**src/design/bf16_matrix_vector_multiply_assert.svh**
```systemverilog
// Assertion macros shared by the bf16 matrix-vector multiply RTL.
`ifndef BF16_MATRIX_VECTOR_MULTIPLY_ASSERT_SVH
`define BF16_MATRIX_VECTOR_MULTIPLY_ASSERT_SVH

// Condition must never hold while out of reset.
`define BMV_ASSERT_NEVER(lbl, cond, msg) \
    lbl: assert property (@(posedge clk) disable iff (!rst_n) !(cond)) \
        else $error(msg);

// Antecedent implies consequent in the same cycle.
`define BMV_ASSERT_IMP(lbl, ante, cons, msg) \
    lbl: assert property (@(posedge clk) disable iff (!rst_n) (ante) |-> (cons)) \
        else $error(msg);

// Antecedent implies consequent in the next cycle.
`define BMV_ASSERT_NEXT(lbl, ante, cons, msg) \
    lbl: assert property (@(posedge clk) disable iff (!rst_n) (ante) |=> (cons)) \
        else $error(msg);

`endif

```
**src/design/bmv_pkg.sv**
```systemverilog
// Package for the bf16 matrix-vector multiply: types, constants, fp32 helpers.
`default_nettype none

package bmv_pkg;

    // Sizes fixed by the item fields
    localparam int BF16_W       = 16;
    localparam int RESULT_ROW_W = 10;
    localparam int ROW_COUNT_W  = 11;
    localparam int COL_W        = 16;
    localparam int CFG_INDEX_W  = 2;
    localparam int CFG_DATA_W   = 16;
    localparam int MAX_ROWS_DEF = 1024;

    // Queue depths
    localparam int ITEM_Q_DEPTH = 4;
    localparam int OUT_DEPTH    = 16;

    // Unpacked fp working format
    localparam int EXP_W  = 12;
    localparam int MANT_W = 50;

    // Reset values of the configuration registers
    localparam logic [ROW_COUNT_W-1:0] ROW_COUNT_RST = 11'd1;
    localparam logic [COL_W-1:0]       COL_COUNT_RST = 16'd1;
    localparam logic [BF16_W-1:0]      ALPHA_RST     = 16'h3F80;
    localparam logic [BF16_W-1:0]      BETA_RST      = 16'h0000;

    // fp32 constants
    localparam logic [31:0] F32_QNAN = 32'h7FC0_0000;
    localparam logic [31:0] F32_ZERO = 32'h0000_0000;
    localparam logic [15:0] BF16_QNAN = 16'h7FC0;

    typedef enum logic [CFG_INDEX_W-1:0] {
        CFG_ROW_COUNT = 2'd0,
        CFG_COL_COUNT = 2'd1,
        CFG_ALPHA     = 2'd2,
        CFG_BETA      = 2'd3
    } cfg_reg_t;

    typedef struct packed {
        logic [BF16_W-1:0] matrix_elem;
        logic [BF16_W-1:0] vector_elem;
        logic [BF16_W-1:0] old_result;
    } in_item_t;

    typedef struct packed {
        logic [BF16_W-1:0]       new_result;
        logic [RESULT_ROW_W-1:0] result_row;
        logic                    final_row;
    } out_item_t;

    // Classification of an item made by the front end
    typedef struct packed {
        logic col0;
        logic last_col;
        logic last_row;
    } item_cls_t;

    // Scale factors handed to the back end
    typedef struct packed {
        logic [BF16_W-1:0] alpha;
        logic [BF16_W-1:0] beta;
    } scale_t;

    typedef enum logic [1:0] {
        FP_NUM,
        FP_ZERO,
        FP_INF,
        FP_NAN
    } fp_class_t;

    // Value = mant / 2^(MANT_W-1) * 2^(exp - 127), or a special class
    typedef struct packed {
        logic                    sign;
        fp_class_t               cls;
        logic signed [EXP_W-1:0] exp;
        logic [MANT_W-1:0]       mant;
    } fp_raw_t;

    function automatic logic f32_is_nan(logic [31:0] a);
        return (&a[30:23]) && (|a[22:0]);
    endfunction

    function automatic logic f32_is_inf(logic [31:0] a);
        return (&a[30:23]) && !(|a[22:0]);
    endfunction

    // Exact product of two fp32 values, unrounded
    function automatic fp_raw_t fp_mul_raw(logic [31:0] a, logic [31:0] b);
        fp_raw_t    r;
        logic [23:0] ma;
        logic [23:0] mb;
        logic [9:0]  ea;
        logic [9:0]  eb;
        logic        a_zero;
        logic        b_zero;
        logic        a_inf;
        logic        b_inf;
        ma = {|a[30:23], a[22:0]};
        mb = {|b[30:23], b[22:0]};
        ea = (a[30:23] == 8'd0) ? 10'd1 : {2'b00, a[30:23]};
        eb = (b[30:23] == 8'd0) ? 10'd1 : {2'b00, b[30:23]};
        a_zero = (a[30:0] == 31'd0);
        b_zero = (b[30:0] == 31'd0);
        a_inf = f32_is_inf(a);
        b_inf = f32_is_inf(b);
        r.sign = a[31] ^ b[31];
        r.mant = {2'b00, 48'(ma) * 48'(mb)};
        r.exp  = $signed({2'b00, ea}) + $signed({2'b00, eb}) - 12'sd124;
        if (f32_is_nan(a) || f32_is_nan(b) || (a_inf && b_zero) || (b_inf && a_zero))
        begin
            r.cls = FP_NAN;
        end
        else if (a_inf || b_inf)
        begin
            r.cls = FP_INF;
        end
        else if (a_zero || b_zero)
        begin
            r.cls = FP_ZERO;
        end
        else
        begin
            r.cls = FP_NUM;
        end
        return r;
    endfunction

    // Exact sum of two fp32 values up to a sticky bit, unrounded
    function automatic fp_raw_t fp_add_raw(logic [31:0] a, logic [31:0] b);
        fp_raw_t     r;
        logic [31:0] x;
        logic [31:0] y;
        logic [23:0] mx;
        logic [23:0] my;
        logic [7:0]  ex;
        logic [7:0]  ey;
        logic [7:0]  d;
        logic [5:0]  dc;
        logic [49:0] al_x;
        logic [99:0] sh;
        logic [49:0] al_y;
        logic [49:0] s;
        x = (a[30:0] >= b[30:0]) ? a : b;
        y = (a[30:0] >= b[30:0]) ? b : a;
        mx = {|x[30:23], x[22:0]};
        my = {|y[30:23], y[22:0]};
        ex = (x[30:23] == 8'd0) ? 8'd1 : x[30:23];
        ey = (y[30:23] == 8'd0) ? 8'd1 : y[30:23];
        d  = ex - ey;
        dc = (d > 8'd50) ? 6'd50 : d[5:0];
        al_x = {1'b0, mx, 25'd0};
        sh   = {1'b0, my, 25'd0, 50'd0} >> dc;
        al_y = sh[99:50] | {49'd0, |sh[49:0]};
        s = (x[31] ^ y[31]) ? (al_x - al_y) : (al_x + al_y);
        r.sign = x[31];
        r.mant = s;
        r.exp  = $signed({4'b0000, ex}) + 12'sd1;
        if (f32_is_nan(a) || f32_is_nan(b) ||
            (f32_is_inf(a) && f32_is_inf(b) && (a[31] != b[31])))
        begin
            r.cls = FP_NAN;
        end
        else if (f32_is_inf(a) || f32_is_inf(b))
        begin
            r.cls  = FP_INF;
            r.sign = f32_is_inf(a) ? a[31] : b[31];
        end
        else if (s == 50'd0)
        begin
            // exact zero: -0 only when both inputs are -0
            r.cls  = FP_ZERO;
            r.sign = a[31] & b[31];
        end
        else
        begin
            r.cls = FP_NUM;
        end
        return r;
    endfunction

    // Move the leading one to the top bit
    function automatic fp_raw_t fp_norm(fp_raw_t r);
        fp_raw_t    n;
        logic [5:0] lz;
        n  = r;
        lz = 6'd0;
        for (int i = 0; i < MANT_W; i++)
        begin
            if (r.mant[i])
            begin
                lz = 6'(MANT_W - 1 - i);
            end
        end
        if (r.cls == FP_NUM)
        begin
            n.mant = r.mant << lz;
            n.exp  = r.exp - $signed({6'd0, lz});
        end
        return n;
    endfunction

    // Round a normalized value to fp32, nearest even, subnormals kept
    function automatic logic [31:0] fp_round(fp_raw_t r);
        logic [31:0]             res;
        logic [49:0]             m;
        logic [99:0]             sh;
        logic signed [EXP_W-1:0] rs;
        logic [5:0]              rsc;
        logic [7:0]              ef;
        logic                    xs;
        logic [30:0]             body;
        logic                    up;
        m    = r.mant;
        sh   = 100'd0;
        rs   = 12'sd1 - r.exp;
        rsc  = 6'd0;
        ef   = r.exp[7:0];
        xs   = 1'b0;
        body = 31'd0;
        up   = 1'b0;
        res  = F32_QNAN;
        unique case (r.cls)
            FP_NAN:  res = F32_QNAN;
            FP_INF:  res = {r.sign, 8'hFF, 23'd0};
            FP_ZERO: res = {r.sign, 31'd0};
            FP_NUM:
            begin
                if (r.exp >= 12'sd255)
                begin
                    res = {r.sign, 8'hFF, 23'd0};
                end
                else
                begin
                    if (r.exp < 12'sd1)
                    begin
                        // subnormal: shift right into the fixed exponent
                        rsc = (rs > 12'sd50) ? 6'd50 : rs[5:0];
                        sh  = {r.mant, 50'd0} >> rsc;
                        m   = sh[99:50];
                        xs  = |sh[49:0];
                        ef  = 8'd0;
                    end
                    body = {ef, m[48:26]};
                    up   = m[25] & ((|m[24:0]) | xs | body[0]);
                    res  = {r.sign, body + {30'd0, up}};
                end
            end
        endcase
        return res;
    endfunction

    // fp32 to bf16, nearest even, one quiet NaN
    function automatic logic [BF16_W-1:0] f32_to_bf16(logic [31:0] w);
        logic [31:0] t;
        t = w + 32'h0000_7FFF + {31'd0, w[16]};
        return f32_is_nan(w) ? BF16_QNAN : t[31:16];
    endfunction

endpackage

`default_nettype wire

```
**src/design/bmv_front.sv**
```systemverilog
// Front end: configuration registers, row/column tracking and item classification.
`default_nettype none

module bmv_front #(
    parameter int MAX_ROWS = bmv_pkg::MAX_ROWS_DEF,
    parameter int RW = (MAX_ROWS > 1) ? $clog2(MAX_ROWS) : 1,
    parameter int QW = $bits(bmv_pkg::in_item_t) + RW + $bits(bmv_pkg::item_cls_t)
) (
    input  logic                              clk,
    input  logic                              rst_n,
    input  logic                              wr_en,
    input  logic [bmv_pkg::CFG_INDEX_W-1:0]   wr_index,
    input  logic [bmv_pkg::CFG_DATA_W-1:0]    wr_data,
    input  logic                              item_valid,
    output logic                              item_ready,
    input  bmv_pkg::in_item_t                 item,
    output logic                              q_push,
    output logic [QW-1:0]                     q_data,
    input  logic                              q_full,
    output bmv_pkg::scale_t                   scale
);

    import bmv_pkg::*;

    localparam int RCW   = $clog2(MAX_ROWS + 1);
    localparam int CMP_W = ((RCW > ROW_COUNT_W) ? RCW : ROW_COUNT_W) + 1;

    logic [ROW_COUNT_W-1:0] row_count_reg;
    logic [COL_W-1:0]       col_count_reg;
    logic [BF16_W-1:0]      alpha_reg;
    logic [BF16_W-1:0]      beta_reg;
    logic [RW-1:0]          row_pos_reg, row_pos_next;
    logic [COL_W-1:0]       col_pos_reg, col_pos_next;

    logic [CMP_W-1:0] rows_eff;
    logic [COL_W:0]   cols_eff;
    item_cls_t        cls;
    logic             accept;

    // Configuration writes
    always_ff @(posedge clk or negedge rst_n)
    begin
        if (!rst_n)
        begin
            row_count_reg <= ROW_COUNT_RST;
            col_count_reg <= COL_COUNT_RST;
            alpha_reg     <= ALPHA_RST;
            beta_reg      <= BETA_RST;
        end
        else if (wr_en)
        begin
            unique case (cfg_reg_t'(wr_index))
                CFG_ROW_COUNT: row_count_reg <= wr_data[ROW_COUNT_W-1:0];
                CFG_COL_COUNT: col_count_reg <= wr_data[COL_W-1:0];
                CFG_ALPHA:     alpha_reg     <= wr_data[BF16_W-1:0];
                CFG_BETA:      beta_reg      <= wr_data[BF16_W-1:0];
            endcase
        end
    end

    // Effective counts: zero acts as one, rows capped at storage depth
    always_comb
    begin
        rows_eff = (row_count_reg == '0) ? CMP_W'(1) : CMP_W'(row_count_reg);
        if (rows_eff > CMP_W'(MAX_ROWS))
        begin
            rows_eff = CMP_W'(MAX_ROWS);
        end
        cols_eff = (col_count_reg == '0) ? 17'd1 : {1'b0, col_count_reg};
    end

    // Classify the current item; a position past the end counts as the last
    always_comb
    begin
        cls.col0     = (col_pos_reg == '0);
        cls.last_col = ({1'b0, col_pos_reg} + 17'd1) >= cols_eff;
        cls.last_row = (CMP_W'(row_pos_reg) + CMP_W'(1)) >= rows_eff;
    end

    assign item_ready = !q_full;
    assign accept     = item_valid && item_ready;
    assign q_push     = accept;
    assign q_data     = {item, row_pos_reg, cls};
    assign scale      = '{alpha: alpha_reg, beta: beta_reg};

    // Position stepping, column-major
    always_comb
    begin
        row_pos_next = row_pos_reg;
        col_pos_next = col_pos_reg;
        if (accept)
        begin
            if (cls.last_row)
            begin
                row_pos_next = '0;
                col_pos_next = cls.last_col ? '0 : col_pos_reg + 1'b1;
            end
            else
            begin
                row_pos_next = row_pos_reg + 1'b1;
            end
        end
    end

    always_ff @(posedge clk or negedge rst_n)
    begin
        if (!rst_n)
        begin
            row_pos_reg <= '0;
            col_pos_reg <= '0;
        end
        else
        begin
            row_pos_reg <= row_pos_next;
            col_pos_reg <= col_pos_next;
        end
    end

endmodule

`default_nettype wire

```
**config.mk**
```make
export PLATFORM = sky130hd
export DESIGN_NAME = bmv_front
export DESIGN_NICKNAME = d
export VERILOG_FILES = /design/src/design/bf16_matrix_vector_multiply_assert.svh /design/src/design/bmv_pkg.sv /design/src/design/bmv_front.sv
export SDC_FILE = /design/constraint.sdc
export NUM_CORES = 1
export LEC_CHECK = 0
export BUFFER_PORTS_ARGS = -buffer_cell sky130_fd_sc_hd__buf_2
export CAP_MARGIN = 10
export CORE_ASPECT_RATIO = 0.9
export CORE_UTILIZATION = 42
export DETAILED_ROUTE_END_ITERATION = 12
export GPL_TIMING_DRIVEN = 0
export PLACE_DENSITY = 0.69
export SYNTH_ARGS = -nofsm -noshare
export SYNTH_HDL_FRONTEND = slang
export SYNTH_SLANG_ARGS = --single-unit
```
**constraint.sdc**
```tcl
create_clock -name clk -period 4.9 [get_ports clk]
set_input_delay 0.245 -clock clk [delete_from_list [all_inputs] [get_ports clk]]
set_output_delay 0.245 -clock clk [all_outputs]
set_load 0.01 [all_outputs]
```
Word level (Yosys, flattened, before mapping)
Cells that the tools add are included.
{"block": "totals", "regBits": 85, "input_bits": 71, "out_inout_bits": 95, "word_cells": 32}
{"block": "classes", "addsub": 4, "n_lt_le_gt_ge": 3, "n_eq_ne": 3, "n_mux": 5, "n_reduce_logical": 11}
{"cell": "logical NOT 16 bit", "count": 2}
{"cell": "2-to-1 mux 16 bit", "count": 2}
{"cell": "2-to-1 mux 11 bit", "count": 2}
{"cell": "adder 16 x 1 -> 17 bit, second input constant", "count": 1}
{"cell": "greater-or-equal comparator 17 x 16 -> 1 bit", "count": 1}
{"cell": "adder 16 x 1 -> 16 bit, second input constant", "count": 1}
{"cell": "greater-or-equal comparator 11 x 12 -> 1 bit", "count": 1}
{"cell": "adder 10 x 1 -> 11 bit, second input constant", "count": 1}
{"cell": "greater-than comparator 11 bit, second input constant", "count": 1}
{"cell": "logical NOT 11 bit", "count": 1}
{"cell": "adder 10 x 1 -> 10 bit, second input constant", "count": 1}
{"cell": "2-to-1 mux 10 bit", "count": 1}
{"cell": "AND reduction 2 bit", "count": 5}
{"cell": "equality test 2 bit, second input constant", "count": 2}
{"cell": "equality test 2 x 1 -> 1 bit, second input constant", "count": 1}
{"cell": "logical NOT 2 bit", "count": 1}
{"cell": "logical AND 1 bit", "count": 1}
{"cell": "logical NOT 1 bit", "count": 1}

Longest topological paths before layout
{"block": "logic_depth", "word_depth": 6, "ltp_mapped": 13, "depth_no_buf": 12}

Worst setup path before layout
OpenSTA, ideal clock, no wires.
{"block": "synth_timing", "path_kind": "register to output", "startpoint": "register col_pos_reg[0]", "endpoint": "output q_data[1]", "t_arrival_ns": 2.428, "required_time_ns": 4.655, "path_slack_ns": 2.227, "path_stages_with_launch": 12, "n_path_buf": 1, "cell_sequence": "dfrtp_1 ha_1 nand3_1 nor2_1 and2_1 xor2_1 ha_1 nand4_1 o41ai_1 o211ai_1 nand3_1 buf_2"}
{"block": "synth_between", "elab_chain_cells": 2}
{"element": "start, declared", "line_no": "bmv_front.sv:33", "rtl": "logic [COL_W-1:0] col_pos_reg, col_pos_next;"}
{"element": "start signal, assigned", "line_no": "bmv_front.sv:115", "rtl": "col_pos_reg <= col_pos_next;"}
{"element": "adder 16 x 1 -> 17 bit", "line_no": "bmv_front.sv:76", "rtl": "cls.last_col = ({1'b0, col_pos_reg} + 17'd1) >= cols_eff;"}
{"element": "greater-or-equal comparator 17 x 16 -> 1 bit", "line_no": "bmv_front.sv:76"}
{"element": "end, declared", "line_no": "bmv_front.sv:18", "rtl": "output logic [QW-1:0] q_data,"}
Every way passes these cells.

Worst setup path in the final report
{"block": "layout_timing", "startpoint": "register col_pos_reg[2]", "endpoint": "output q_data[1]"}
Same word-level chain as after synthesis.

==> out/metrics.csv <==
stage,metric,value,unit
run_status,status,"complete, no violations",
flow_run,maxcap violations,0,
routing,Wirelength per Cell,14.70,um
routing,vias,3759,
logic_synthesis,Synth Cell Area,0.004856,mm^2
sta,Rel. slew slack,52.72,%
routing,DRC errors left,0,
logic_synthesis,post-synthesis async set-or-reset flop share,100.0,%
critical_path,CP dominant cell by count,nand3_1,
final_layout,diode count,0,
routing,Antenna Violating Nets Remaining,0,
final_layout,multi-input logic area,0.002216,mm^2
placed_design,gp weighted congestion,0.8828,
routing,total wire length,10.88,mm
logic_synthesis,Main synth FF type,dfrtp_1,
critical_path,"Slowest-stage cell, CP",o41ai_1,
final_layout,layout cells sized above 1,45.24,%
floorplanning,std cell rows,36,
sta,f_max,265.6,MHz
logic_synthesis,Syn Area/Cell,10.72,um^2
power,Pwr per Cell Area,388.7,mW/mm^2
placed_design,HPWL Detailed,8.413,mm
critical_path,CP max FO,10,
critical_path,Worst EP required,4.66,ns
floorplanning,chip height,104.0,um
floorplanning,Starting Density,44.00,%
routing,drt initial violations,103,
clock_network,Root Buffer,clkbuf_16,
power,clock share of power,31.0,%
logic_synthesis,post-synthesis sequential area ratio,44.04,%
min_path,Hold WC Path Type,primary input to flip-flop,
power,Switching Fraction,32.21,%
clock_network,Clock Tree Buf Depth,2,
power,maximum vdd ir drop,290.1,uV
sta,setup tns final,0,ns
critical_path,Setup CP Type,flip-flop to output pin,
logic_synthesis,Post-Syn Instances,453,
logic_synthesis,post-synthesis register bit count,85,
logic_synthesis,Post-Syn Nets,554,
sta,Final WS setup,1.135,ns
global_route,vias in the first global route,3546,
critical_path,Max stage delay on crit path,0.42,ns
final_layout,nets,684,
floorplanning,Std-Cell Core Area,0.01104,mm^2
final_layout,filler instances,955,
critical_path,element type at the critical path start,flip-flop,
clock_network,CTS tree,yes,
logic_synthesis,count of different cell masters after synthesis,52,
global_route,first-pass GRT wire length,17.39,mm
critical_path,critical path arrival,3.52,ns
critical_path,r2r setup slk,1.61,ns
routing,first-pass detailed-route iteration total,4,
placed_design,Port-buffer cells,117,
global_route,All-Layer GR Usage,18.58,%
sta,Period minus WS final,3.765,ns
sta,final critical-path share of the clock period,76.84,%
sta,fin. max-slew vios,0,
final_layout,P&R area growth vs syn,23.34,%
floorplanning,I/O pins,166,
sta,final hold viol count,0,
clock_network,post-CTS setup buffer count,0,
logic_synthesis,YS warnings,0,
clock_network,CTS H-tree lvls,3,
global_route,initial antenna violation count,0,
final_layout,FF/Latch Area,0.002138,mm^2
clock_network,clk slew on worst S/H paths,0.07,ns
power,Gate power share,28.3,%
power,Int Pwr,0.001578,W
routing,DR vias/cell,5.080,
placed_design,DP Worst Slack,1.542,ns
global_route,largest net degree at the start of global routing,70,
logic_synthesis,Post-synth EDFFs,0,
critical_path,worst path cell trace,"clkbuf_2, nand4_1, nor2_1, nand3_1, or2_2, nand2_1, ha_1, nand3_1, o41ai_1, o211ai_1, nand3_1, buf_2, buf_2",
sta,Max Clock Skew,0.008207,ns
clock_network,Worst-Skew Late Latency,0.34,ns
sta,final setup fails,0,
global_route,GRT overflow,0,
power,Leak,2.983,nW
sta,RSZ-0062 raised after global routing,no,
power,switching power,0.0007499,W
floorplanning,Chip Width,115.3,um
power,total power,0.002328,W
floorplanning,Die ar.,0.01200,mm^2
critical_path,Critical Path Sink Type,output pin,
clock_network,Clock Sinks,85,
power,sequential share of power,40.7,%
clock_network,number of CTS-inserted buffers,9,
sta,Slew @ Worst Pin,0.7049,ns
-- cell usage in the layout, fill, tap and decap left out, drive strengths merged, types with 3 or more instances in the layout --
master / instances
buf: 171
dfrtp: 76
mux2: 58
nand2: 50
ha: 30
inv: 27
o21ai: 17
nand3: 16
nor2: 15
clkbuf: 14
o2bb2ai: 13
a21oi: 12
xnor2: 11
dfstp: 9
nor4: 7
xor2: 7
and3: 7
nand4: 5
nand2b: 4
o31ai: 4
clkinv: 3
-- stage by stage --
stage | instance area [um^2] | hold slack, ns | cells | utilization, %
2_1_floorplan | 4856 | -0.05059 | 453 | -
3_3_place_gp | 5632 | 0.4841 | 722 | 51.03
3_5_place_dp | 5662 | 0.1342 | 723 | 51.30
4_1_cts | 5989 | 0.1687 | 740 | 54.27
5_1_grt | 5989 | 0.1632 | 740 | 54.27
6_report | 5989 | 0.1763 | 740 | 54.27
-- final cells by class --
class | instances | area share, %
multi-input cells | 286 | 37.00
clock inverters | 6 | 1.316
inverters | 25 | 1.567
clock buffers | 10 | 3.990
plain buffers | 57 | 6.810
flip-flops and latches | 85 | 35.70
repair buffers | 119 | 10.44
well taps | 152 | 3.175
-- path summary, 6_finish.rpt --
check                                           endpoint                        from  cells after the start
max in group asynchronous       alpha_reg[8]$_DFFE_PN1P_                       rst_n                      3
min in group asynchronous        beta_reg[2]$_DFFE_PN0P_                       rst_n                      2
hold reg to reg                 beta_reg[13]$_DFFE_PN0P_    beta_reg[13]$_DFFE_PN0P_                      1
hold / removal             col_count_reg[13]$_DFFE_PN0P_                 wr_data[13]                      2
setup reg to reg              col_pos_reg[0]$_DFFE_PN0P_  col_pos_reg[2]$_DFFE_PN0P_                     13
setup / recovery                               q_data[1]  col_pos_reg[2]$_DFFE_PN0P_                     13
-- cell usage after synthesis, drive strengths merged, types with 2 or more instances --
master    n  area [um^2]
dfrtp    76         1902
mux2     58        653.1
buf      53        391.6
nand2    50        190.2
ha       30        375.4
inv      24        90.09
o21ai    17        85.08
nand3    16        80.08
nor2     15        56.30
o2bb2ai  13        113.9
a21oi    12        71.32
xnor2    11        96.34
dfstp     9        236.5
and3      7        45.05
nor4      7        43.79
xor2      7        61.31
nand4     5        31.28
clkbuf    4        16.26
nand2b    4        25.02
o31ai     4        35.03
a22o      2        20.02
a31o      2        17.52
a41o      2        21.27
and4      2        17.52
nand3b    2        15.01
nor3      2        10.01
nor4b     2        32.53
o211ai    2        15.01
or3       2        12.51
-- power by group through the flow --
stage | Clock (W) | Combinational [W] | Sequential [W]
2_1_floorplan | 0 | 0.000420 | 0.000966
3_3_place_gp | 0 | 0.000635 | 0.000950
3_5_place_dp | 0 | 0.000667 | 0.000958
4_1_cts | 0.000734 | 0.000671 | 0.000947
5_1_grt | 0.000761 | 0.000745 | 0.000966
6_report | 0.000722 | 0.000660 | 0.000947
-- cells by family after synthesis --
kind of cell / after synthesis / share of synthesized area [%]
adders and majority gates: 30 / 7.730
and+or+nand+nor: 118 / 12.06
AOI/OAI and AO/OA: 61 / 8.941
DFF: 85 / 44.04
muxes: 59 / 13.66
xor gates and xnor gates: 18 / 3.247
buffers and inverters: 82 / 10.33
-- what timing repair did --
action,4_1_cts,5_1_grt
gates resized for setup,0,0
hold endpoints to repair,16,0
hold buffers,1,0
-- metal layers --
| layer | global-route usage (%) | routed length [um] | up-vias |
|---|---|---|---|
| met2 | 30.50 | 5157 | 152 |
| met3 | 3.904 | 735 | 5 |
| met4 | 4.174 | 66 | 0 |
| met1 | 25.00 | 4915 | 1785 |
| li1 | - | - | 1817 |
| met5 | 0 | 0 | - |
-- critical path: cells and delay by family (launching register included) --
kind / cells / cell delay, ns
flip-flops: 1 / 0.33
buffers and inverters: 3 / 0.61
AO/OA/AOI/OAI: 2 / 0.62
AND/OR/NAND/NOR: 7 / 1.46
adder cells (fa/ha/maj): 1 / 0.16
Power figures use the tool's default switching activity.
