File: src/design/bf16_matrix_vector_multiply_assert.svh
// Assertion macros shared by the bf16 matrix-vector multiply RTL.
`ifndef BF16_MATRIX_VECTOR_MULTIPLY_ASSERT_SVH
`define BF16_MATRIX_VECTOR_MULTIPLY_ASSERT_SVH

// Condition must never hold while out of reset.
`define BMV_ASSERT_NEVER(lbl, cond, msg) \
    lbl: assert property (@(posedge clk) disable iff (!rst_n) !(cond)) \
        else $error(msg);

// Antecedent implies consequent in the same cycle.
`define BMV_ASSERT_IMP(lbl, ante, cons, msg) \
    lbl: assert property (@(posedge clk) disable iff (!rst_n) (ante) |-> (cons)) \
        else $error(msg);

// Antecedent implies consequent in the next cycle.
`define BMV_ASSERT_NEXT(lbl, ante, cons, msg) \
    lbl: assert property (@(posedge clk) disable iff (!rst_n) (ante) |=> (cons)) \
        else $error(msg);

`endif

File: src/design/bmv_fifo.sv
// Small register queue between pipeline parts.
`default_nettype none

module bmv_fifo #(
    parameter int WIDTH = 8,
    parameter int DEPTH = 4
) (
    input  logic             clk,
    input  logic             rst_n,
    input  logic             push,
    input  logic [WIDTH-1:0] push_data,
    output logic             full,
    input  logic             pop,
    output logic             valid,
    output logic [WIDTH-1:0] data
);

    `include "bf16_matrix_vector_multiply_assert.svh"

    localparam int PW = (DEPTH > 1) ? $clog2(DEPTH) : 1;
    localparam int CW = $clog2(DEPTH + 1);

    logic [WIDTH-1:0] mem_reg [DEPTH];
    logic [PW-1:0]    wr_ptr_reg, wr_ptr_next;
    logic [PW-1:0]    rd_ptr_reg, rd_ptr_next;
    logic [CW-1:0]    count_reg, count_next;

    // Pointer and fill updates
    always_comb
    begin
        wr_ptr_next = wr_ptr_reg;
        rd_ptr_next = rd_ptr_reg;
        count_next  = count_reg;
        if (push)
        begin
            wr_ptr_next = (wr_ptr_reg == PW'(DEPTH - 1)) ? '0 : wr_ptr_reg + 1'b1;
        end
        if (pop)
        begin
            rd_ptr_next = (rd_ptr_reg == PW'(DEPTH - 1)) ? '0 : rd_ptr_reg + 1'b1;
        end
        if (push && !pop)
        begin
            count_next = count_reg + 1'b1;
        end
        else if (pop && !push)
        begin
            count_next = count_reg - 1'b1;
        end
    end

    always_ff @(posedge clk or negedge rst_n)
    begin
        if (!rst_n)
        begin
            wr_ptr_reg <= '0;
            rd_ptr_reg <= '0;
            count_reg  <= '0;
        end
        else
        begin
            wr_ptr_reg <= wr_ptr_next;
            rd_ptr_reg <= rd_ptr_next;
            count_reg  <= count_next;
        end
    end

    // Storage
    always_ff @(posedge clk)
    begin
        if (push)
        begin
            mem_reg[wr_ptr_reg] <= push_data;
        end
    end

    assign full  = (count_reg == CW'(DEPTH));
    assign valid = (count_reg != '0);
    assign data  = mem_reg[rd_ptr_reg];

    `BMV_ASSERT_NEVER(a_no_overflow, push && full && !pop, "queue written while full")
    `BMV_ASSERT_NEXT(a_pop_drains, pop && !push && (count_reg == CW'(1)), !valid,
        "queue not empty after last item taken")

endmodule

`default_nettype wire

File: config.mk
export PLATFORM = sky130hd
export DESIGN_NAME = bmv_fifo
export DESIGN_NICKNAME = d
export VERILOG_FILES = /design/src/design/bmv_fifo.sv
export VERILOG_INCLUDE_DIRS = /design/src /design/src/design
export SDC_FILE = /design/constraint.sdc
export NUM_CORES = 1
export LEC_CHECK = 0
export BUFFER_PORTS_ARGS = -buffer_cell sky130_fd_sc_hd__clkbuf_2
export CAP_MARGIN = 30
export CORE_MARGIN = 2
export CORE_UTILIZATION = 35
export CTS_BUF_LIST = sky130_fd_sc_hd__clkbuf_8 sky130_fd_sc_hd__clkbuf_16
export DETAILED_ROUTE_END_ITERATION = 10
export PLACE_DENSITY = 0.61
export REMOVE_ABC_BUFFERS = 1
export SKIP_CTS_REPAIR_TIMING = 1
export SLEW_MARGIN = 20
export SYNTH_ARGS = -nofsm -noshare
export SYNTH_HDL_FRONTEND = slang
export SYNTH_SLANG_ARGS = --single-unit
File: constraint.sdc
create_clock -name clk -period 1.5 [get_ports clk]
set_input_delay 0.075 -clock clk [delete_from_list [all_inputs] [get_ports clk]]
set_output_delay 0.075 -clock clk [all_outputs]
set_load 0.01 [all_outputs]
# Word level (Yosys, flattened, before mapping)
# Memory sizes are Yosys's and may differ from the RTL's.
# Index checks and enable logic that the tools add are counted.
# totals
reg_bits,7
ramBits,32
out_inout_bits,10
wordCells,23
memories,1
# classes
add_sub_neg,4
n_eq_ne,3
mux,6
n_reduce_logical,6
# memory_table
name,words,word_bits,read_ports,rd_ports_with_merged_regs,wr,line,text
mem_reg,4,8,1,0,1,bmv_fifo.sv:23,logic [WIDTH-1:0] mem_reg [DEPTH];
# op_table
operator,count
2-to-1 mux 3 bit,2
adder 2 x 1 -> 2 bit (second input constant),2
equality test 2 bit (second input constant),2
2-to-1 mux 2 bit,2
adder 3 x 1 -> 3 bit (second input constant),1
equality test 3 bit (second input constant),1
nonzero test 3 bit,1
subtractor 3 x 1 -> 3 bit (second input constant),1
logical AND 1 bit,2
logical NOT 1 bit,2
2-to-1 mux 1 bit,2
nonzero test 2 bit,1

# Logic depth before layout (Yosys ltp)
# Gate-level depths: netlist of run 1.
# logic_depth
depth_word,4
ltp_mapped,7

# Least setup slack after synthesis of run 1
# Ideal clock, no wire load.
# synth_timing
kind,reg-to-reg
startpoint,register count_reg[0]
endpoint,register count_reg[2]
setup_ns,0.079
arrival_ns,1.213
required_ns,1.421
slack_ns,0.208
path_stages_with_launch,5
path_buffers,0
path_cell_list,dfrtp_1 fa_1 xor2_1 nor2_1 xor2_1
# synth_between
elab_chain_cells,3
elab_cells_between_ends,4
classes_between,add/sub: 2; mux: 2
# synth_rtl
element,line,text
from (decl),bmv_fifo.sv:26,"logic [CW-1:0] count_reg, count_next;"
from (signal assigned),bmv_fifo.sv:64,count_reg <= count_next;
subtractor 3 x 1 -> 3 bit,bmv_fifo.sv:48,count_next = count_reg - 1'b1;
2-to-1 mux 3 bit,bmv_fifo.sv:46,else if (pop && !push)
2-to-1 mux 3 bit (*),bmv_fifo.sv:42,if (push && !pop)
# Mark *: on every way between the ends. The rest lies on a longest branch, timed or not. The select of a mux whose other input is x is not followed.
# A chain may end at the register's enable or synchronous reset.

# Worst setup path in the final report of run 1
# layout_timing
startpoint,register rd_ptr_reg[0]
endpoint,output port data[1]
# layout_between
elab_chain_cells,1
# layout_rtl
element,line,text
from (decl),bmv_fifo.sv:25,"logic [PW-1:0] rd_ptr_reg, rd_ptr_next;"
from (signal assigned),bmv_fifo.sv:63,rd_ptr_reg <= rd_ptr_next;
memory (4 x 8 bit),--,
to (decl),bmv_fifo.sv:15,output logic [WIDTH-1:0] data
# Every way passes these cells.

==> results of run 1 <==
[metal layers]
metal | GRT usage (%) | vias up | share of wire (%)
li1 | - | 372 | -
met5 | 0 | - | 0
met1 | 14.1 | 407 | 40
met4 | 3.77 | 0 | 0.82
met2 | 19.5 | 20 | 54
met3 | 4.56 | 4 | 4.5
[logic make-up (layout without fill, tap and decap cells)]
family | count (synthesis) | after routing | share of synthesized area [%]
xor+xnor | 3 | 3 | 1.67
fa+ha+maj | 7 | 7 | 6.05
buf+inv | 7 | 45 | 2.23
mux | 11 | 11 | 13.6
simple gates | 10 | 10 | 3.50
flops | 39 | 39 | 72.3
compound gates | 2 | 2 | 0.637
[how the worst max path moves through the flow]
stage	depth (start not counted)	endpoint	from	slack [ns]
finish	3	data[1]	rd_ptr_reg[0]$_DFFE_PN0P_	-0.04
global placement	7	count_reg[2]$_DFFE_PN0P_	push	0.19
detailed placement	7	count_reg[2]$_DFFE_PN0P_	push	0.13
floorplan	4	count_reg[2]$_DFFE_PN0P_	count_reg[0]$_DFFE_PN0P_	0.21
CTS	3	data[4]	rd_ptr_reg[0]$_DFFE_PN0P_	-0.08
global route	3	data[1]	rd_ptr_reg[0]$_DFFE_PN0P_	-0.12
[area by class of cell]
class	count	area (µm²)	share of cell area (%)
multi-input cells	33	400	20.5
well taps	52	65.1	3.32
inverters	5	18.8	0.959
repair buffers	32	224	11.4
clock inverters	3	43.8	2.24
clock buffers	5	68.8	3.52
flip-flops and latches	39	1140	58.1
[critical path, stage by stage (launching register included)]
cell	delay [ns]
dfrtp_1	0.37
buf_4	0.16
mux4_2	0.50
clkbuf_2	0.14
[through the flow]
stage / setup slack [ns] / instances
floorplan: 0.208 / 77
global placement: 0.188 / 158
detailed placement: 0.132 / 158
CTS: -0.0754 / 166
global route: -0.116 / 169
finish: -0.0352 / 169
[power breakdown]
group          switching, W  internal (W)  total [W]
clock              0.000356      0.000495   0.000851
sequential         0.000129       0.00142    0.00155
combinational      0.000528      0.000633    0.00116
total               0.00101       0.00255    0.00356
[cells in the mapped netlist, types with 2 or more instances]
| library cell | n |
|---|---|
| and2_1 | 4 |
| dfrtp_1 | 7 |
| edfxtp_1 | 32 |
| ha_1 | 6 |
| inv_1 | 5 |
| mux2_2 | 3 |
| mux4_2 | 8 |
| nor2_1 | 2 |
| o21ai_0 | 2 |
| xor2_1 | 2 |
==> results.sh, run 1 <==
export IMPL_outcome="finished with violations"
export IMPL_violations="setup timing"
export IMPL_globalRouteOverflowTotal=0
export IMPL_fmax_mhz=651
export IMPL_hold_end="mem_reg[0][0]$_DFFE_PP_"
export IMPL_final_common_cell="edfxtp_1"
export IMPL_p_leak_nw=0.754
export IMPL_insertion_delay_ns=0.28
export IMPL_netlist_instances=79
export IMPL_tns_ns=-0.156
export IMPL_synth_async_reset_ratio_pct=17.9
export IMPL_synth_area_leaders="edfxtp_1 61%, mux4_2 11%, dfrtp_1 11%"
export IMPL_drv_slew=0
export IMPL_row_count=24
export IMPL_yosysSeqAreaShare_pct=72.3
export IMPL_ir_worst_vdd_mv=0.849
export IMPL_timing_hold_ws_ns=0.00538
export IMPL_syn_area_um2=1570
export IMPL_cts_clk_slew_worst_paths_ns=0.07
export IMPL_cts_num_sinks=39
export IMPL_clock_skew_ns=0.00423
export IMPL_cts_buffers=5
export IMPL_crit_type="reg -> out"
export IMPL_worst_pin_slew_ns=0.226
export IMPL_vias=803
export IMPL_path_max_fanout=4
export IMPL_finalSetupViolCount=8
export IMPL_reg2reg_slack_ns=0.13
export IMPL_clockRootBuffer="clkbuf_8"
export IMPL_drive_gt1_share_pct=41.0
export IMPL_fp_dieH_um=71.0
export IMPL_synth_area_per_cell_um2=19.9
export IMPL_design_area_um2=1960
export IMPL_wl_mm=2.56
export IMPL_dieArea_um2=5040
export IMPL_synth_top_area_share_pct=61.1
export IMPL_area_growth_pct=24.5
export IMPL_hp_class="in -> reg"
export IMPL_num_nets_final=135
export IMPL_cts_tree="yes"
export IMPL_coreArea_um2=4350
export IMPL_required_ns=1.42
export IMPL_placed_area_um2=1810
export IMPL_relSlewSlack_pct=84.9
export IMPL_cts_htree_levels=2
export IMPL_powerDensity_nw_per_um2=1820
export IMPL_n_fill_cell=382
export IMPL_ys_flop_type="edfxtp_1"
export IMPL_drtPass1Iterations=4
export IMPL_grt_max_degree=14
export IMPL_hold_path_startpoint="push_data[0]"
export IMPL_port_buffers=21
export IMPL_yosysTopAreaCell="edfxtp_1"
export IMPL_rsz0062_at_grt="true"
export IMPL_worstSetupEndpointType="primary output"
export IMPL_route_detailed_drc=0
export IMPL_antenna_left=0
export IMPL_start_kind="flop"
export IMPL_largest_reg_flops=32
export IMPL_gp_congestion=0.682
export IMPL_min_period_over_period_pct=102
export IMPL_hpwl_mm=1.85
export IMPL_reg2reg_depth=4
export IMPL_synth_edff_count=32
export IMPL_hold_violations=0
export IMPL_min_period_ns=1.54
export IMPL_postLayoutCoreUtil_pct=44.9
export IMPL_antenna_found_initial=0
export IMPL_layout_setup_ws_ns=-0.0352
export IMPL_finalPower_w=0.00356
export IMPL_crit_reg2reg_launch="count_reg[0]$_DFFE_PN0P_"
export IMPL_yosysWarnings=0
export IMPL_clockBufferDepth=2
export IMPL_wire_per_inst_um=15.1
export IMPL_dr_first_iter_drc_count=25
export IMPL_grt_pass1_vias=877
export IMPL_cp_arrival_ns=1.46
export IMPL_vias_per_cell=4.75
export IMPL_ioPinCount=22
export IMPL_min_path_cells=1
export IMPL_drv_cap=0
export IMPL_antenna_cells=0
export IMPL_grt_first_pass_wirelength_mm=4.31
export IMPL_ys_ff_latch=39
export IMPL_rr_endpoint="count_reg[2]$_DFFE_PN0P_"
export IMPL_synthDistinctLibCells=18
export IMPL_die_x_um=71.0
export IMPL_initial_core_util_pct=36.1
export IMPL_gr_usage_all_layers_pct=11.7
export IMPL_layout_common_cells="32 x edfxtp_1, 21 x clkbuf_2, 8 x mux4_2"
Power figures use the tool's default switching activity.
==> run 2: changes to the inputs <==
Settings changed: CORE_ASPECT_RATIO from default to 2.
==> run 2 against run 1 <==
Compared with the run above:
- the flow still finishes with violations (setup timing)
- clock power up 17%
- sequential power up 3%
- global-route usage down 0.24 points
- critical path type unchanged
==> results.sh, run 2 (synthesized netlist as in run 1, its figures left out) <==
export IMPL_hp_class="in -> reg"
export IMPL_fp_dieH_um=98.8
export IMPL_power_switching_w=0.000997
export IMPL_relSlewSlack_pct=71.2
export IMPL_postLayoutCoreUtil_pct=45.4
export IMPL_min_path_cells=1
export IMPL_final_common_cell="edfxtp_1"
export IMPL_startpoint="rd_ptr_reg[0]$_DFFE_PN0P_"
export IMPL_crit_type="reg -> out"
export IMPL_layout_common_cells="32 x edfxtp_1, 20 x clkbuf_2, 8 x mux4_2"
export IMPL_cts_htree_levels=2
export IMPL_clock_skew_ns=0.00461
export IMPL_worstSetupEndpointType="primary output"
export IMPL_timing_hold_ws_ns=0.00825
export IMPL_route_detailed_drc=0
export IMPL_gr_usage_all_layers_pct=11.5
export IMPL_crit_reg2reg_launch="count_reg[0]$_DFFE_PN0P_"
export IMPL_drive_gt1_share_pct=42.1
export IMPL_layout_setup_ws_ns=-0.0533
export IMPL_num_nets_final=132
export IMPL_required_ns=1.42
export IMPL_rr_endpoint="count_reg[2]$_DFFE_PN0P_"
export IMPL_cts_tree="yes"
export IMPL_largest_reg_flops=32
export IMPL_post_place_cells=157
export IMPL_internal_power_w=0.00271
export IMPL_drtPass1Iterations=5
export IMPL_hpwl_mm=1.90
export IMPL_cp_arrival_ns=1.48
export IMPL_switching_share_pct=26.9
export IMPL_antenna_cells=0
export IMPL_finalPower_w=0.00371
export IMPL_initial_core_util_pct=36.2
export IMPL_outcome="finished with violations"
export IMPL_n_fill_cell=409
export IMPL_cts_num_sinks=39
export IMPL_hold_violations=0
export IMPL_grt_pass1_vias=879
export IMPL_drv_cap=0
export IMPL_insertion_delay_ns=0.28
export IMPL_fin_cells=168
export IMPL_dr_first_iter_drc_count=5
export IMPL_p_comb_share_pct=30.2
export IMPL_min_period_over_period_pct=104
export IMPL_violations="setup timing"
export IMPL_clockBufferDepth=2
export IMPL_placed_area_um2=1800
export IMPL_antenna_found_initial=0
export IMPL_path_max_fanout=8
export IMPL_wl_mm=2.52
export IMPL_dieArea_um2=5070
export IMPL_vias_per_cell=4.73
export IMPL_ioPinCount=22
export IMPL_grt_max_degree=13
export IMPL_worst_pin_slew_ns=0.432
export IMPL_seq_area_um2=1140
export IMPL_wire_per_inst_um=15.0
export IMPL_p_leak_nw=0.752
export IMPL_fmax_mhz=644
export IMPL_gp_congestion=0.622
export IMPL_antenna_left=0
export IMPL_grt_first_pass_wirelength_mm=4.16
export IMPL_reg2reg_depth=4
export IMPL_reg2reg_slack_ns=0.09
export IMPL_p_seq_share_pct=42.9
export IMPL_start_kind="flop"
export IMPL_row_count=34
export IMPL_powerDensity_nw_per_um2=1890
export IMPL_finalSetupViolCount=8
export IMPL_min_period_ns=1.55
export IMPL_coreArea_um2=4340
export IMPL_multi_input_area_um2=403
export IMPL_vias=794
export IMPL_die_x_um=51.4
export IMPL_drv_slew=0
export IMPL_hold_end="mem_reg[1][3]$_DFFE_PP_"
export IMPL_clockRootBuffer="clkbuf_8"
export IMPL_rsz0062_at_grt="true"
export IMPL_cts_clk_slew_worst_paths_ns=0.07
export IMPL_globalRouteOverflowTotal=0
export IMPL_ir_worst_vdd_mv=1.30
export IMPL_hold_path_startpoint="push_data[3]"
export IMPL_design_area_um2=1970
export IMPL_port_buffers=21
export IMPL_area_growth_pct=25.2
export IMPL_pwr_share_clk_pct=26.9
export IMPL_cts_buffers=5
-- run 2: worst max-delay path by stage --
stage	depth (start not counted)	endpoint	slack (ns)
2_1_floorplan	4	count_reg[2]$_DFFE_PN0P_	0.21
3_5_place_dp	7	count_reg[2]$_DFFE_PN0P_	0.02
6_report	3	data[1]	-0.05
5_1_grt	3	data[1]	-0.12
3_3_place_gp	7	count_reg[2]$_DFFE_PN0P_	0.19
4_1_cts	3	data[1]	-0.12
-- run 2: layer usage --
metal  GRT usage, %  wire (µm)  share of wire, %  up-vias
li1               -          -                 -      370
met3           3.18         86               3.4        8
met4           5.47         57               2.3        0
met2           21.7       1530                61       18
met5              0          0                 0        -
met1           10.6        839                33      398
-- run 2: worst max-delay path: stages, from the launching register on --
cell      delay, ns
dfrtp_2        0.40
buf_12         0.15
mux4_2         0.50
clkbuf_2       0.14
-- run 2: metrics by stage --
step	setup WS [ns]	setup TNS, ns
detailed placement	0.0181	0
global placement	0.188	0
CTS	-0.123	-0.806
floorplan	0.208	0
finish	-0.0533	-0.315
global route	-0.124	-0.846
-- run 2: layout make-up --
cell class / instances / area share [%]
Sequential cell: 39 / 57.9
Multi-Input combinational cell: 33 / 20.5
Clock inverter: 3 / 3.24
Inverter: 5 / 0.954
Timing Repair Buffer: 29 / 10.6
Tap cell: 54 / 3.43
Clock buffer: 5 / 3.50
-- run 2: power groups by stage --
| stage | combinational (W) | sequential [W] | clock, W |
|---|---|---|---|
| global route | 0.00124 | 0.00163 | 0.00107 |
| finish | 0.00112 | 0.00159 | 0.000998 |
| global placement | 0.00106 | 0.00160 | 0 |
| CTS | 0.00112 | 0.00160 | 0.00103 |
| detailed placement | 0.00112 | 0.00162 | 0 |
| floorplan | 0.000622 | 0.00161 | 0 |
==> run 3: changes to the inputs <==
Settings changed: CORE_MARGIN 2 to default.
==> run 3 against run 2 <==
Compared with the run above:
- the run still ends with setup timing left
- worst setup slack got worse by 0.0014 ns
- sequential share of layout area rose by 2.2 points
- maximum frequency barely moved
- final cell count fell by 1.2%
- highest routed layer unchanged
- utilization fell by 1.7 points
- routed wire length rose by 4.1%
- die area fell by 5.8%
- via count fell by 0.76%
- power fell by 10%
- cell area fell by 3.8%
- non-clock buffer count fell by 2
- global-route usage rose by 1.2 points
==> results.sh, run 3 (synthesized netlist as in run 1, its figures left out) <==
export IMPL_tns_ns=-0.372
export IMPL_ioPinCount=22
export IMPL_grt_max_degree=12
export IMPL_path_max_fanout=8
export IMPL_crit_slowest_cell="mux4_2"
export IMPL_p_leak_nw=0.719
export IMPL_initial_core_util_pct=36.2
export IMPL_antenna_left=0
export IMPL_dieArea_um2=4780
export IMPL_rsz0062_at_grt="true"
export IMPL_drv_slew=0
export IMPL_min_path_cells=1
export IMPL_globalRouteOverflowTotal=0
export IMPL_wl_mm=2.62
export IMPL_switching_share_pct=29.6
export IMPL_hp_class="in -> reg"
export IMPL_antenna_found_initial=0
export IMPL_timing_hold_ws_ns=0.00831
export IMPL_design_area_um2=1890
export IMPL_min_period_over_period_pct=104
export IMPL_cts_htree_levels=2
export IMPL_final_common_cell="edfxtp_1"
export IMPL_coreArea_um2=4340
export IMPL_required_ns=1.42
export IMPL_drv_cap=0
export IMPL_largest_reg_flops=32
export IMPL_cts_clk_slew_worst_paths_ns=0.07
export IMPL_layout_setup_ws_ns=-0.0547
export IMPL_port_buffers=21
export IMPL_drive_gt1_share_pct=38.4
export IMPL_hold_violations=0
export IMPL_violations="setup timing"
export IMPL_finalPower_w=0.00333
export IMPL_cts_num_sinks=39
export IMPL_wire_per_inst_um=15.8
export IMPL_placed_area_um2=1800
export IMPL_grt_first_pass_wirelength_mm=4.26
export IMPL_vias_per_cell=4.75
export IMPL_row_count=34
export IMPL_critical_path_cell_chain="buf_12 -> mux4_2 -> clkbuf_2"
export IMPL_finalSetupViolCount=8
export IMPL_grt_pass1_vias=895
export IMPL_worstSetupEndpointType="primary output"
export IMPL_vias=788
export IMPL_min_period_ns=1.55
export IMPL_p_seq_share_pct=48.3
export IMPL_clockBufferDepth=2
export IMPL_drtPass1Iterations=3
export IMPL_gp_congestion=0.613
export IMPL_crit_type="reg -> out"
export IMPL_route_detailed_drc=0
export IMPL_worst_pin_slew_ns=0.475
export IMPL_clockRootBuffer="clkbuf_8"
export IMPL_cp_arrival_ns=1.48
export IMPL_power_switching_w=0.000986
export IMPL_fmax_mhz=643
export IMPL_cts_buffers=5
export IMPL_powerDensity_nw_per_um2=1760
export IMPL_hpwl_mm=1.94
export IMPL_pwr_share_clk_pct=18.9
export IMPL_fp_dieH_um=96.8
export IMPL_dr_first_iter_drc_count=14
export IMPL_ir_worst_vdd_mv=0.939
export IMPL_slowest_delay_ns=0.50
export IMPL_clock_skew_ns=0.00768
export IMPL_internal_power_w=0.00235
export IMPL_num_nets_final=130
export IMPL_start_kind="flop"
export IMPL_fin_cells=166
export IMPL_area_growth_pct=20.5
export IMPL_insertion_delay_ns=0.28
export IMPL_gr_usage_all_layers_pct=12.7
export IMPL_antenna_cells=0
export IMPL_layout_common_cells="32 x edfxtp_1, 19 x clkbuf_2, 8 x mux4_2"
export IMPL_die_x_um=49.4
export IMPL_relSlewSlack_pct=68.3
export IMPL_p_comb_share_pct=32.9
export IMPL_post_place_cells=157
export IMPL_cts_tree="yes"
export IMPL_outcome="finished with violations"
export IMPL_reg2reg_depth=4
-- run 3: final timing paths --
kind	from	to	slack, ns
worst min register to register	count_reg[2]$_DFFE_PN0P_	count_reg[2]$_DFFE_PN0P_	0.50
min in group asynchronous	rst_n	wr_ptr_reg[1]$_DFFE_PN0P_	0.17
worst max register to register	count_reg[0]$_DFFE_PN0P_	count_reg[2]$_DFFE_PN0P_	0.07
max in group asynchronous	rst_n	rd_ptr_reg[0]$_DFFE_PN0P_	1.14
worst max-delay path	rd_ptr_reg[0]$_DFFE_PN0P_	data[1]	-0.05
worst min-delay path	push_data[1]	mem_reg[0][1]$_DFFE_PP_	0.008
-- run 3: worst max-delay path, delay by kind of cell (launching register included) --
family / cells / cell delay [ns]
muxes: 1 / 0.50
DFF: 1 / 0.41
buffers and inverters: 2 / 0.29
-- run 3: metal layers --
layer  vias to the layer above  global-route usage, %  routed length [µm]  share of wire [%]
li1                        363                      -                   -                  -
met1                       402                   11.5                 849                 32
met2                        17                   24.2                1620                 62
met3                         6                   2.36                  62                2.4
met4                         0                   7.91                  83                3.2
met5                         -                      0                   0                  0
-- run 3: stage by stage --
step                      setup slack, ns  utilization, %
final                             -0.0547            43.7
after global routing               -0.118            43.7
after CTS                          -0.114            43.4
after detailed placement           0.0488            41.6
after global placement              0.188            41.6
after floorplan                     0.208               -
-- run 3: power groups by stage --
stage                     sequential (W)  clock (W)  combinational [W]
after floorplan                  0.00161          0           0.000622
after global placement           0.00160          0            0.00106
after detailed placement         0.00163          0            0.00112
after CTS                        0.00161   0.000653            0.00113
after global routing             0.00164   0.000705            0.00120
final                            0.00161   0.000630            0.00109
-- run 3: area by class of cell --
| cell class | instances | area [µm²] |
|---|---|---|
| fillers | 409 | 2440 |
| inverters | 5 | 18.8 |
| well taps | 54 | 67.6 |
| clock inverters | 3 | 11.3 |
| repair buffers | 27 | 190 |
| clock buffers | 5 | 68.8 |
| flip-flops and latches | 39 | 1140 |
| multi-input cells | 33 | 400 |
